## src/rtl/fara_pkg.sv

```systemverilog
`default_nettype none

package fara_pkg;

	localparam int DATA_W    = 32;
	localparam int DIV_STEPS = DATA_W;
	localparam int CNT_W     = $clog2(DIV_STEPS);

	typedef enum logic [3:0] {
		OP_NOP  = 4'd0,
		OP_LOAD = 4'd1,
		OP_MOVE = 4'd2,
		OP_ADD  = 4'd3,
		OP_SUB  = 4'd4,
		OP_MUL  = 4'd5,
		OP_DIV  = 4'd6,
		OP_AND  = 4'd7,
		OP_OR   = 4'd8,
		OP_XOR  = 4'd9,
		OP_NOT  = 4'd10
	} op_t;

	typedef enum logic [1:0] {
		ERR_OK      = 2'd0,
		ERR_INDEX   = 2'd1,
		ERR_DIVZERO = 2'd2,
		ERR_OPCODE  = 2'd3
	} err_t;

	typedef enum logic [2:0] {
		ST_IDLE,
		ST_FETCH,
		ST_EXEC,
		ST_DIV,
		ST_WRITE,
		ST_DONE
	} state_t;

	// controller -> datapath
	typedef struct packed {
		logic load_in;
		logic fetch;
		logic exec;
		logic div_start;
		logic div_step;
		logic write;
		logic publish;
	} cmd_t;

	// datapath -> controller
	typedef struct packed {
		err_t err;
		logic is_nop;
		logic is_div;
		logic div_last;
		logic out_free;
	} status_t;

	localparam logic [7:0] CHAR_ZERO = 8'h30;
	localparam logic [7:0] CHAR_NINE = 8'h39;
	localparam logic [7:0] CHAR_A    = 8'h41;
	localparam int         HEX_TEN   = 10;

	// hex digit to value; letters use c - 'A' + 10, wrapping for anything else
	function automatic logic [DATA_W-1:0] hex_value(input logic [7:0] ch);
		logic [DATA_W-1:0] wide;
		wide = {{(DATA_W-8){1'b0}}, ch};
		if (ch >= CHAR_ZERO && ch <= CHAR_NINE)
			return wide - {{(DATA_W-8){1'b0}}, CHAR_ZERO};
		else
			return wide - {{(DATA_W-8){1'b0}}, CHAR_A} + DATA_W'(HEX_TEN);
	endfunction

endpackage

`default_nettype wire

```

## src/rtl/fara_ctrl.sv

```systemverilog
`default_nettype none

module fara_ctrl (
	input  wire                    clk,
	input  wire                    arst_n,
	input  wire                    in_valid,
	output logic                   in_stall,
	input  wire fara_pkg::status_t status,
	output fara_pkg::cmd_t         cmd
);

	fara_pkg::state_t state_q, state_next;

	always_ff @(posedge clk or negedge arst_n) begin
		if (!arst_n) begin
			state_q <= fara_pkg::ST_IDLE;
		end else begin
			state_q <= state_next;
		end
	end

	always_comb begin
		state_next = state_q;
		unique case (state_q)
			fara_pkg::ST_IDLE: begin
				if (in_valid)
					state_next = fara_pkg::ST_FETCH;
			end
			fara_pkg::ST_FETCH: state_next = fara_pkg::ST_EXEC;
			fara_pkg::ST_EXEC: begin
				if (status.err != fara_pkg::ERR_OK || status.is_nop)
					state_next = fara_pkg::ST_DONE;
				else if (status.is_div)
					state_next = fara_pkg::ST_DIV;
				else
					state_next = fara_pkg::ST_WRITE;
			end
			fara_pkg::ST_DIV: begin
				if (status.div_last)
					state_next = fara_pkg::ST_WRITE;
			end
			fara_pkg::ST_WRITE: state_next = fara_pkg::ST_DONE;
			fara_pkg::ST_DONE: begin
				if (status.out_free)
					state_next = fara_pkg::ST_IDLE;
			end
			default: state_next = fara_pkg::ST_IDLE;
		endcase
	end

	always_comb begin
		cmd      = '0;
		in_stall = 1'b1;
		unique case (state_q)
			fara_pkg::ST_IDLE: begin
				in_stall    = 1'b0;
				cmd.load_in = in_valid;
			end
			fara_pkg::ST_FETCH: cmd.fetch = 1'b1;
			fara_pkg::ST_EXEC: begin
				cmd.exec      = 1'b1;
				cmd.div_start = status.is_div && status.err == fara_pkg::ERR_OK;
			end
			fara_pkg::ST_DIV:   cmd.div_step = 1'b1;
			fara_pkg::ST_WRITE: cmd.write = 1'b1;
			fara_pkg::ST_DONE:  cmd.publish = status.out_free;
			default: ;
		endcase
	end

`ifndef NO_ASSERTIONS
	a_div_exit: assert property (@(posedge clk) disable iff (!arst_n)
		(state_q == fara_pkg::ST_DIV && !status.div_last) |=> state_q == fara_pkg::ST_DIV)
		else $error("divide left early");
	a_done_wait: assert property (@(posedge clk) disable iff (!arst_n)
		(state_q == fara_pkg::ST_DONE && !status.out_free) |=> state_q == fara_pkg::ST_DONE)
		else $error("result dropped while output busy");
	a_write_src: assert property (@(posedge clk) disable iff (!arst_n)
		state_q == fara_pkg::ST_WRITE |-> ($past(state_q) == fara_pkg::ST_EXEC ||
			$past(state_q) == fara_pkg::ST_DIV))
		else $error("write without execute");
`endif

endmodule

`default_nettype wire

```

## src/rtl/fara_dp.sv

```systemverilog
`default_nettype none

module fara_dp #(
	parameter int REG_COUNT = 4
) (
	input  wire                 clk,
	input  wire                 arst_n,
	input  wire fara_pkg::cmd_t cmd,
	output fara_pkg::status_t   status,
	input  wire  [3:0]        operation,
	input  wire  [3:0]        dest_index,
	input  wire  [3:0]        source_index,
	input  wire  [7:0]        immediate_char,
	input  wire               out_stall,
	output logic              out_valid,
	output logic signed [31:0] reg_zero,
	output logic signed [31:0] reg_one,
	output logic signed [31:0] reg_two,
	output logic signed [31:0] reg_three,
	output logic [1:0]        error_code
);

	localparam int IW = (REG_COUNT > 1) ? $clog2(REG_COUNT) : 1;
	localparam int DW = fara_pkg::DATA_W;

	logic [DW-1:0] rf_q [REG_COUNT];

	fara_pkg::op_t    op_q;
	logic [3:0]       di_q, si_q;
	logic [7:0]       ch_q;
	logic [DW-1:0]    a_q, b_q, res_q;
	fara_pkg::err_t   err_q, err_c;
	logic             di_ok, si_ok;

	// divider
	logic [DW-1:0]             rem_q, quo_q, dvs_q;
	logic                      neg_q;
	logic [fara_pkg::CNT_W-1:0] cnt_q;
	logic [DW:0]               shifted;
	logic [DW+1:0]             diff;
	logic [DW-1:0]             quo_fix, wdata;

	logic                      out_valid_q;
	logic [DW-1:0]             out_q [4];
	logic [1:0]                out_err_q;

	assign di_ok = {1'b0, di_q} < 5'(REG_COUNT);
	assign si_ok = {1'b0, si_q} < 5'(REG_COUNT);

	always_ff @(posedge clk) begin
		if (cmd.load_in) begin
			op_q <= fara_pkg::op_t'(operation);
			di_q <= dest_index;
			si_q <= source_index;
			ch_q <= immediate_char;
		end
		if (cmd.fetch) begin
			a_q <= di_ok ? rf_q[di_q[IW-1:0]] : '0;
			b_q <= si_ok ? rf_q[si_q[IW-1:0]] : '0;
		end
	end

	always_comb begin
		err_c = fara_pkg::ERR_OK;
		unique case (op_q) inside
			fara_pkg::OP_NOP: err_c = fara_pkg::ERR_OK;
			fara_pkg::OP_LOAD: begin
				if (!di_ok)
					err_c = fara_pkg::ERR_INDEX;
			end
			fara_pkg::OP_MOVE, fara_pkg::OP_ADD, fara_pkg::OP_SUB, fara_pkg::OP_MUL,
			fara_pkg::OP_AND, fara_pkg::OP_OR, fara_pkg::OP_XOR, fara_pkg::OP_NOT: begin
				if (!di_ok || !si_ok)
					err_c = fara_pkg::ERR_INDEX;
			end
			fara_pkg::OP_DIV: begin
				if (!di_ok || !si_ok)
					err_c = fara_pkg::ERR_INDEX;
				else if (b_q == '0)
					err_c = fara_pkg::ERR_DIVZERO;
			end
			default: err_c = fara_pkg::ERR_OPCODE;
		endcase
	end

	always_ff @(posedge clk) begin
		if (cmd.exec) begin
			err_q <= err_c;
			case (op_q)
				fara_pkg::OP_LOAD: res_q <= fara_pkg::hex_value(ch_q);
				fara_pkg::OP_MOVE: res_q <= b_q;
				fara_pkg::OP_ADD:  res_q <= a_q + b_q;
				fara_pkg::OP_SUB:  res_q <= a_q - b_q;
				fara_pkg::OP_MUL:  res_q <= a_q * b_q;
				fara_pkg::OP_AND:  res_q <= a_q & b_q;
				fara_pkg::OP_OR:   res_q <= a_q | b_q;
				fara_pkg::OP_XOR:  res_q <= a_q ^ b_q;
				fara_pkg::OP_NOT:  res_q <= ~b_q;
				default:           res_q <= a_q;
			endcase
		end
	end

	// restoring division on magnitudes, one quotient bit per cycle
	assign shifted = {rem_q, quo_q[DW-1]};
	assign diff    = {1'b0, shifted} - {2'b00, dvs_q};

	always_ff @(posedge clk) begin
		if (cmd.div_start) begin
			rem_q <= '0;
			quo_q <= a_q[DW-1] ? -a_q : a_q;
			dvs_q <= b_q[DW-1] ? -b_q : b_q;
			neg_q <= a_q[DW-1] ^ b_q[DW-1];
		end else if (cmd.div_step) begin
			if (!diff[DW+1]) begin
				rem_q <= diff[DW-1:0];
				quo_q <= {quo_q[DW-2:0], 1'b1};
			end else begin
				rem_q <= shifted[DW-1:0];
				quo_q <= {quo_q[DW-2:0], 1'b0};
			end
		end
	end

	always_ff @(posedge clk or negedge arst_n) begin
		if (!arst_n) begin
			cnt_q <= '0;
		end else if (cmd.div_start) begin
			cnt_q <= '0;
		end else if (cmd.div_step) begin
			cnt_q <= cnt_q + 1'b1;
		end
	end

	assign quo_fix = neg_q ? -quo_q : quo_q;
	assign wdata   = (op_q == fara_pkg::OP_DIV) ? quo_fix : res_q;

	always_ff @(posedge clk or negedge arst_n) begin
		if (!arst_n) begin
			for (int i = 0; i < REG_COUNT; i++)
				rf_q[i] <= '0;
		end else if (cmd.write) begin
			rf_q[di_q[IW-1:0]] <= wdata;
		end
	end

	// output register; a new transaction may be taken while this one waits
	always_ff @(posedge clk or negedge arst_n) begin
		if (!arst_n) begin
			out_valid_q <= 1'b0;
		end else if (cmd.publish) begin
			out_valid_q <= 1'b1;
		end else if (!out_stall) begin
			out_valid_q <= 1'b0;
		end
	end

	for (genvar k = 0; k < 4; k++) begin : g_out
		if (k < REG_COUNT) begin : g_live
			always_ff @(posedge clk) begin
				if (cmd.publish)
					out_q[k] <= rf_q[k];
			end
		end else begin : g_zero
			always_ff @(posedge clk) begin
				if (cmd.publish)
					out_q[k] <= '0;
			end
		end
	end

	always_ff @(posedge clk) begin
		if (cmd.publish)
			out_err_q <= err_q;
	end

	assign out_valid  = out_valid_q;
	assign reg_zero   = out_q[0];
	assign reg_one    = out_q[1];
	assign reg_two    = out_q[2];
	assign reg_three  = out_q[3];
	assign error_code = out_err_q;

	assign status.err      = err_c;
	assign status.is_nop   = op_q == fara_pkg::OP_NOP;
	assign status.is_div   = op_q == fara_pkg::OP_DIV;
	assign status.div_last = cnt_q == fara_pkg::CNT_W'(fara_pkg::DIV_STEPS - 1);
	assign status.out_free = !out_valid_q || !out_stall;

`ifndef NO_ASSERTIONS
	a_write_ok: assert property (@(posedge clk) disable iff (!arst_n)
		cmd.write |-> err_q == fara_pkg::ERR_OK)
		else $error("register write on an errored instruction");
	a_div_nonzero: assert property (@(posedge clk) disable iff (!arst_n)
		cmd.div_start |-> b_q != '0)
		else $error("divider started with zero divisor");
	a_pub_free: assert property (@(posedge clk) disable iff (!arst_n)
		cmd.publish |-> (!out_valid_q || !out_stall))
		else $error("result overwritten while stalled");
`endif

endmodule

`default_nettype wire

```

## src/rtl/four_register_alu_machine.sv

```systemverilog
`default_nettype none

// Channel | Handshake          | Payload
// input   | in_valid/in_stall   | operation, dest_index, source_index, immediate_char
// output  | out_valid/out_stall | reg_zero, reg_one, reg_two, reg_three, error_code
//
// One instruction at a time. Most opcodes pass the fetch, execute, write and done
// states between accepts; nop and errored instructions skip the write state. Divide
// adds the divide state; the restoring divider makes one quotient bit per cycle.
// Reset clears the register file and the controller; the block is ready at once.
// A stalled result sits in the output register while the next instruction runs;
// that one is held in the controller until the output register frees up.

module four_register_alu_machine #(
	parameter int REG_COUNT = 4
) (
	input  wire               clk,
	input  wire               arst_n,
	input  wire               in_valid,
	output logic              in_stall,
	input  wire  [3:0]        operation,
	input  wire  [3:0]        dest_index,
	input  wire  [3:0]        source_index,
	input  wire  [7:0]        immediate_char,
	output logic              out_valid,
	input  wire               out_stall,
	output logic signed [31:0] reg_zero,
	output logic signed [31:0] reg_one,
	output logic signed [31:0] reg_two,
	output logic signed [31:0] reg_three,
	output logic [1:0]        error_code
);

	fara_pkg::cmd_t    cmd;
	fara_pkg::status_t status;

	fara_ctrl u_ctrl (
		.clk      (clk),
		.arst_n   (arst_n),
		.in_valid (in_valid),
		.in_stall (in_stall),
		.status   (status),
		.cmd      (cmd)
	);

	fara_dp #(
		.REG_COUNT (REG_COUNT)
	) u_dp (
		.clk            (clk),
		.arst_n         (arst_n),
		.cmd            (cmd),
		.status         (status),
		.operation      (operation),
		.dest_index     (dest_index),
		.source_index   (source_index),
		.immediate_char (immediate_char),
		.out_stall      (out_stall),
		.out_valid      (out_valid),
		.reg_zero       (reg_zero),
		.reg_one        (reg_one),
		.reg_two        (reg_two),
		.reg_three      (reg_three),
		.error_code     (error_code)
	);

endmodule

`default_nettype wire

```

## config.mk

```make
export PLATFORM = sky130hd
export DESIGN_NAME = four_register_alu_machine
export DESIGN_NICKNAME = d
export VERILOG_FILES = /design/src/rtl/fara_pkg.sv /design/src/rtl/fara_ctrl.sv /design/src/rtl/fara_dp.sv /design/src/rtl/four_register_alu_machine.sv
export SDC_FILE = /design/constraint.sdc
export NUM_CORES = 2
export LEC_CHECK = 0
export BUFFER_PORTS_ARGS = -buffer_cell sky130_fd_sc_hd__buf_2
export CAP_MARGIN = 20
export CORE_ASPECT_RATIO = 0.75
export CORE_MARGIN = 10
export CORE_UTILIZATION = 53
export DETAILED_ROUTE_END_ITERATION = 10
export GPL_TIMING_DRIVEN = 0
export PLACE_DENSITY = 0.68
export SLEW_MARGIN = 20
export SYNTH_ARGS = -nofsm -noshare
export SYNTH_HDL_FRONTEND = slang
export SYNTH_SLANG_ARGS = --single-unit
```

## constraint.sdc

```tcl
create_clock -name clk -period 13.35 [get_ports clk]
set_clock_uncertainty 0.05 [all_clocks]
set_input_delay 2.0025 -clock clk [delete_from_list [all_inputs] [get_ports clk]]
set_output_delay 2.0025 -clock clk [all_outputs]
set_load 0.05 [all_outputs]
```

### Word-level counts from Yosys, hierarchy flattened

Memory sizes are Yosys's and may differ from the RTL's.
Index checks and enable logic that the tools add are counted.

* add/subtract/negate cells: 10
* $mul: 1
* magnitude comparators: 7
* equal/unequal tests: 20
* muxes and demuxes: 43
* bitwise gates (word level): 7
* reductions and logical operators: 18

Operators with widths (number)
* 2-to-1 mux 32 bit: 12
* one-hot mux 32 bit (9 select lines): 1
* binary-select mux 32 bit (select 2 bit): 2
* bitwise mux 128 bit: 1
* negation 32 bit: 3
* demux 32 bit (select 2 bit): 1
* subtractor 33 x 32 -> 34 bit: 1
* adder 32 bit: 1
* adder 32 x 4 -> 32 bit, second input constant: 1
* AND 32 bit: 1
* logical NOT 32 bit: 1
* multiplier 32 x 32 -> 32 bit: 1
* inverter 32 bit: 1
* bitwise OR 32 bit: 1
* subtractor 32 bit: 1
* bitwise XOR 32 bit: 1
* 2-to-1 mux 31 bit: 1
* one-hot mux 3 bit (6 select lines): 1
* == test 4 x 3 -> 1 bit, second input constant: 4
* 2-to-1 mux 3 bit: 5
* 2-to-1 mux 1 bit: 13
* == test 4 bit, second input constant: 3
* 2-to-1 mux 5 bit: 2
* subtractor 8 x 6 -> 9 bit, second input constant: 1
* 28 further kinds: 46

* flip-flop bits (word level): 354
* memory bits (writable): 128
* output and inout port bits: 132
* word-level logic and storage cells: 128
* memories: 1

Memory list
* u_dp.out_q: words 4, width 32, read ports 4, clocked after Yosys merged registers in 0, wr ports 4, RTL line fara_dp.sv:44 `logic [DW-1:0] out_q [4];`

### Logic depth before layout (Yosys ltp)

* depth after elaboration: 9
* mapped depth: 29
* gate-level depth less buffers: 27

### By module

A second synthesis with hierarchy kept.

* cells, all modules: 4296
* area total of the unflattened synthesis: 42219.2 um^2

Modules (own cells, without submodules)
* fara_dp: times used 1, cells each 4262, area each 41945.2 um^2
* fara_ctrl: times used 1, cells each 34, area each 274.0 um^2

### Worst setup path before layout

No wires, ideal clock.

* path kind: in2reg
* start: input port out_stall
* end: register u_dp.out_err_q[0], in the netlist u_dp.error_code[0], enable pin
* library setup time: 662 ps
* arrival: 8280 ps
* required time: 12638 ps
* path slack: 4358 ps
* cell stages on the path: 1
* buffers on the path: 0
* cell sequence: a21oi_1

* cells in the longest elaborated chain, start to end: 3

Ends and longest elaborated chain
* from (decl): RTL line four_register_alu_machine.sv:26 `input wire out_stall,`
* logical NOT 1 bit
* logical OR 1 bit: RTL line fara_dp.sv:188 `assign status.out_free = !out_valid_q || !out_stall;`
* 2-to-1 mux 1 bit: RTL line fara_ctrl.sv:54 `unique case (state_q)`
* to (signal assigned): RTL line fara_dp.sv:174 `out_err_q <= err_q;`
* to (decl): RTL line fara_dp.sv:45 `logic [1:0] out_err_q;`

No other way between the ends.
A chain may end at the register's enable or synchronous reset.

### Worst setup path in the final report

* start: register u_dp.b_q[5]
* end: register u_dp.res_q[31], data pin

* cells in the longest elaborated chain, start to end: 2
* elaborated cells between the ends (all ways): 4
* classes of those cells: add/sub (2); mul (1); mux (1)

Ends and longest elaborated chain
* from (decl): RTL line fara_dp.sv:31 `logic [DW-1:0] a_q, b_q, res_q;`
* from (signal assigned): RTL line fara_dp.sv:59 `b_q <= si_ok ? rf_q[si_q[IW-1:0]] : '0;`
* multiplier 32 x 32 -> 32 bit, or another cell as far along: RTL line fara_dp.sv:94 `fara_pkg::OP_MUL: res_q <= a_q * b_q;`
* one-hot mux 32 bit (9 select lines) *: RTL line fara_dp.sv:89 `case (op_q)`
* to (signal assigned): RTL line fara_dp.sv:90 `fara_pkg::OP_LOAD: res_q <= fara_pkg::hex_value(ch_q);`
* to (signal assigned): RTL line fara_dp.sv:94
* to (signal assigned): RTL line fara_dp.sv:95 `fara_pkg::OP_AND: res_q <= a_q & b_q;`
* to (decl): RTL line fara_dp.sv:31

Mark *: on every way between the ends. The rest lies on a longest branch, timed or not.

==> results.md <==
- Capturing point of the worst reg2reg path: u_dp.res_q[31]$_DFFE_PP_
- Worst-margin pin slew: 1.21 ns
- Io pins: 156
- Gr usage total: 34.7%
- First-pass GRT wire length: 236000 um
- DIE WIDTH: 347 um
- Post-layout min period: 10.79 ns
- Final Hold Vio Count: 0
- DRT met1 WL: 66600 um
- Vias in the first global route: 33800
- DRT Pass-1 Iters: 8
- # fillers: 6849
- Most used DFF post-synth: edfxtp_1
- Highest routed layer: met5
- WL/cell: 29.5 um
- Largest net degree at the start of global routing: 93
- CP max FO: 10
- Clock tree root buffer cell: clkbuf_16
- Design area: 46600 sq um
- Final TNS setup: 0 ns
- Hold Path Depth: 0
- RSZ-0062 raised after global routing: false
- Final period utilization: 80.8%
- Slowest CP cell: clkbuf_1
- List of most frequent post-synthesis cells: inv_1 (482), nor2_1 (452), fa_1 (410)
- Post-synth top area share: 22.1%
- Mapped cell area: 42600 sq um
- Final ANT Viol Nets: 0
- Remaining DRCs: 0
- CP startpoint kind: flop
- Worst EP arrival: 11.04 ns
- Rows: 89
- Post-Synthesis Cells: 4195
- Max-slew headroom: 18.3%
- Mean Syn Cell Area: 10.2 sq um
- Initial core utilization: 53.8%
- Vias per cell: 6.31
- Met2 wire len: 63600 um
- Seq/Total Area, Yosys: 31.6%
- Initial drt markers: 4965
- Yosys cell types: 82
- Max-cap viol count: 0
- CP peak stage delay: 0.90 ns
- Cts repair resizes: 0
- CTS Sinks: 482
- Asr flop ratio synth: 28.4%
- Top post-synthesis cells by area: edfxtp_1 (22%), fa_1 (19%), dfrtp_1 (8.0%), ha_1 (7.9%), inv_1 (4.2%)
- Die height: 266 um
- Syn. warnings: 0
- Top-count cell post-synth: inv_1
- R2R Setup Slk: 2.56 ns
- Post-DP HPWL: 130000 um
- Status: finished clean
- Port Buffer Count: 155
- Reg-to-reg startpoint: u_dp.b_q[5]$_SDFFCE_PP0P_
- Worst Hold Class: reg2reg
- Syn_nets: 4897
- Count of final setup violators: 0
- CTS tree: yes
- Worst Reg-to-Reg Cells: 27
- CP required: 13.60 ns
- GPL Wtd Cong: 1.14
- EDFF count, synth: 313
- Crit-path most repeated cell: fa_1
- Die ar.: 92200 sq um
- WS Path Type: reg2reg
- Critical Path Sink Type: flop
- # Post-CTS Setup Buffers: 0
- Area after DPL: 45100 sq um
- Max Buffers Root-to-Sink: 3
- Core Region: 79200 sq um
- Met3 wire length: 26300 um
- Clock Latency Late Sink: 0.59 ns
- Max-slew violation count: 0
- Worst-path clk slew: 0.07 ns
- Gr ovfl total: 0
- Nets: 5120
- DRT Wirelength: 162000 um
- Critical Path End: u_dp.res_q[31]$_DFFE_PP_
- Num CTS Buffers: 44
- Highest clock rate: 92.7 MHz
- Hold buffers post-CTS: 0
- H-tree levels: 2
- Share of cells above drive strength 1: 11.0%
- Worst Setup SP: u_dp.b_q[5]$_SDFFCE_PP0P_
- Synth Register Bits: 482
- DR vias: 34700
- Area delta synth->final: 9.43%
- Initial antenna violation count: 8
- Synth area leader: edfxtp_1
[layer usage]
metal	track usage (%)	up-vias
met5	0	-
met4	9.75	6
met3	16.2	384
met2	47.1	2462
met1	49.0	17300
li1	-	14600
[worst min path at each step]
| stage | startpoint | to |
|---|---|---|
| 2_1_floorplan | u_dp.err_q[0]$_DFFE_PP_ | u_dp.error_code[0]$_DFFE_PP_ |
| 3_3_place_gp | u_dp.rf_q[79]$_DFFE_PN0P_ | u_dp.out_q[1][15]$_DFFE_PP_ |
| 3_5_place_dp | u_dp.rf_q[18]$_DFFE_PN0P_ | u_dp.out_q[3][18]$_DFFE_PP_ |
| 4_1_cts | u_dp.rf_q[96]$_DFFE_PN0P_ | u_dp.out_q[0][0]$_DFFE_PP_ |
| 5_1_grt | u_dp.rf_q[22]$_DFFE_PN0P_ | u_dp.out_q[3][22]$_DFFE_PP_ |
| 6_report | u_dp.rf_q[102]$_DFFE_PN0P_ | u_dp.out_q[0][6]$_DFFE_PP_ |
[stage by stage]
step | std cells | utilization [%] | setup slack [ns] | hold slack [ns]
after floorplan | 4195 | - | 4.36 | 0.350
after detailed placement | 5415 | 57.0 | 2.73 | 0.431
final | 5503 | 58.9 | 2.56 | 0.444
after global placement | 5396 | 56.4 | 1.30 | 0.424
after global routing | 5499 | 58.9 | 2.35 | 0.456
after CTS | 5496 | 58.8 | 2.68 | 0.442
[critical path, delay by kind of cell (launching register included)]
kind                       cells  cell delay [ns]
adders and majority gates      9             4.26
buffers and inverters          7             2.34
AOI/OAI and AO/OA              4             1.83
and+or+nand+nor                6             1.35
DFF                            1             0.41
xor gates and xnor gates       1             0.21
[cell type report]
class | count | area (sq um) | share of cell area, %
multi-input cells | 2975 | 26400 | 56.6
flip-flops and latches | 482 | 13500 | 28.9
inverters | 505 | 1900 | 4.07
well taps | 1046 | 1310 | 2.81
clock buffers | 59 | 1230 | 2.64
repair buffers | 177 | 1160 | 2.49
plain buffers | 233 | 950 | 2.04
clock inverters | 22 | 231 | 0.496
diodes | 4 | 10.0 | 0.0215
[kinds of logic after synthesis]
kind of cell	share of synthesized area [%]
simple gates	12.0
flops	31.6
compound gates	9.82
mux	7.43
buf+inv	6.66
fa+ha+maj	27.1
xor+xnor	5.39
[registers in the layout, summed over array words and instances (netlist names), 5 cells and up]
signal	flops
u_dp.quo_q	32
u_dp.res_q	32
u_dp.cnt_q	5
u_dp.dvs_q	32
u_dp.a_q	32
u_dp.rem_q	32
u_dp.ch_q	8
u_dp.rf_q	128
u_dp.b_q	32
u_dp.out_q	128
[placed cells by master, fill, tap and decap left out, drive strengths merged, types with 13 or more instances in the layout]
cell type and n:
nand2 386, clkinv 31, edfxtp 313, ha 268, or3 33, mux2 122
o211ai 21, o21a 22, o21ai 209, a211oi 15, xor2 62, nor2 452
a21o 38, xnor2 200, nor2b 86, nor3 31, dfrtp 137, o41ai 14
o31ai 40, dfxtp 32, nand3 66, fa 410, buf 227, or4 13
inv 490, o21bai 14, nand2b 21, a221oi 34, a21oi 160, clkbuf 242
mux2i 35, mux4 64
Power is left out: the tool's default activity adds up to more than one toggle a clock period on the data nets, which glitch-free logic cannot reach.
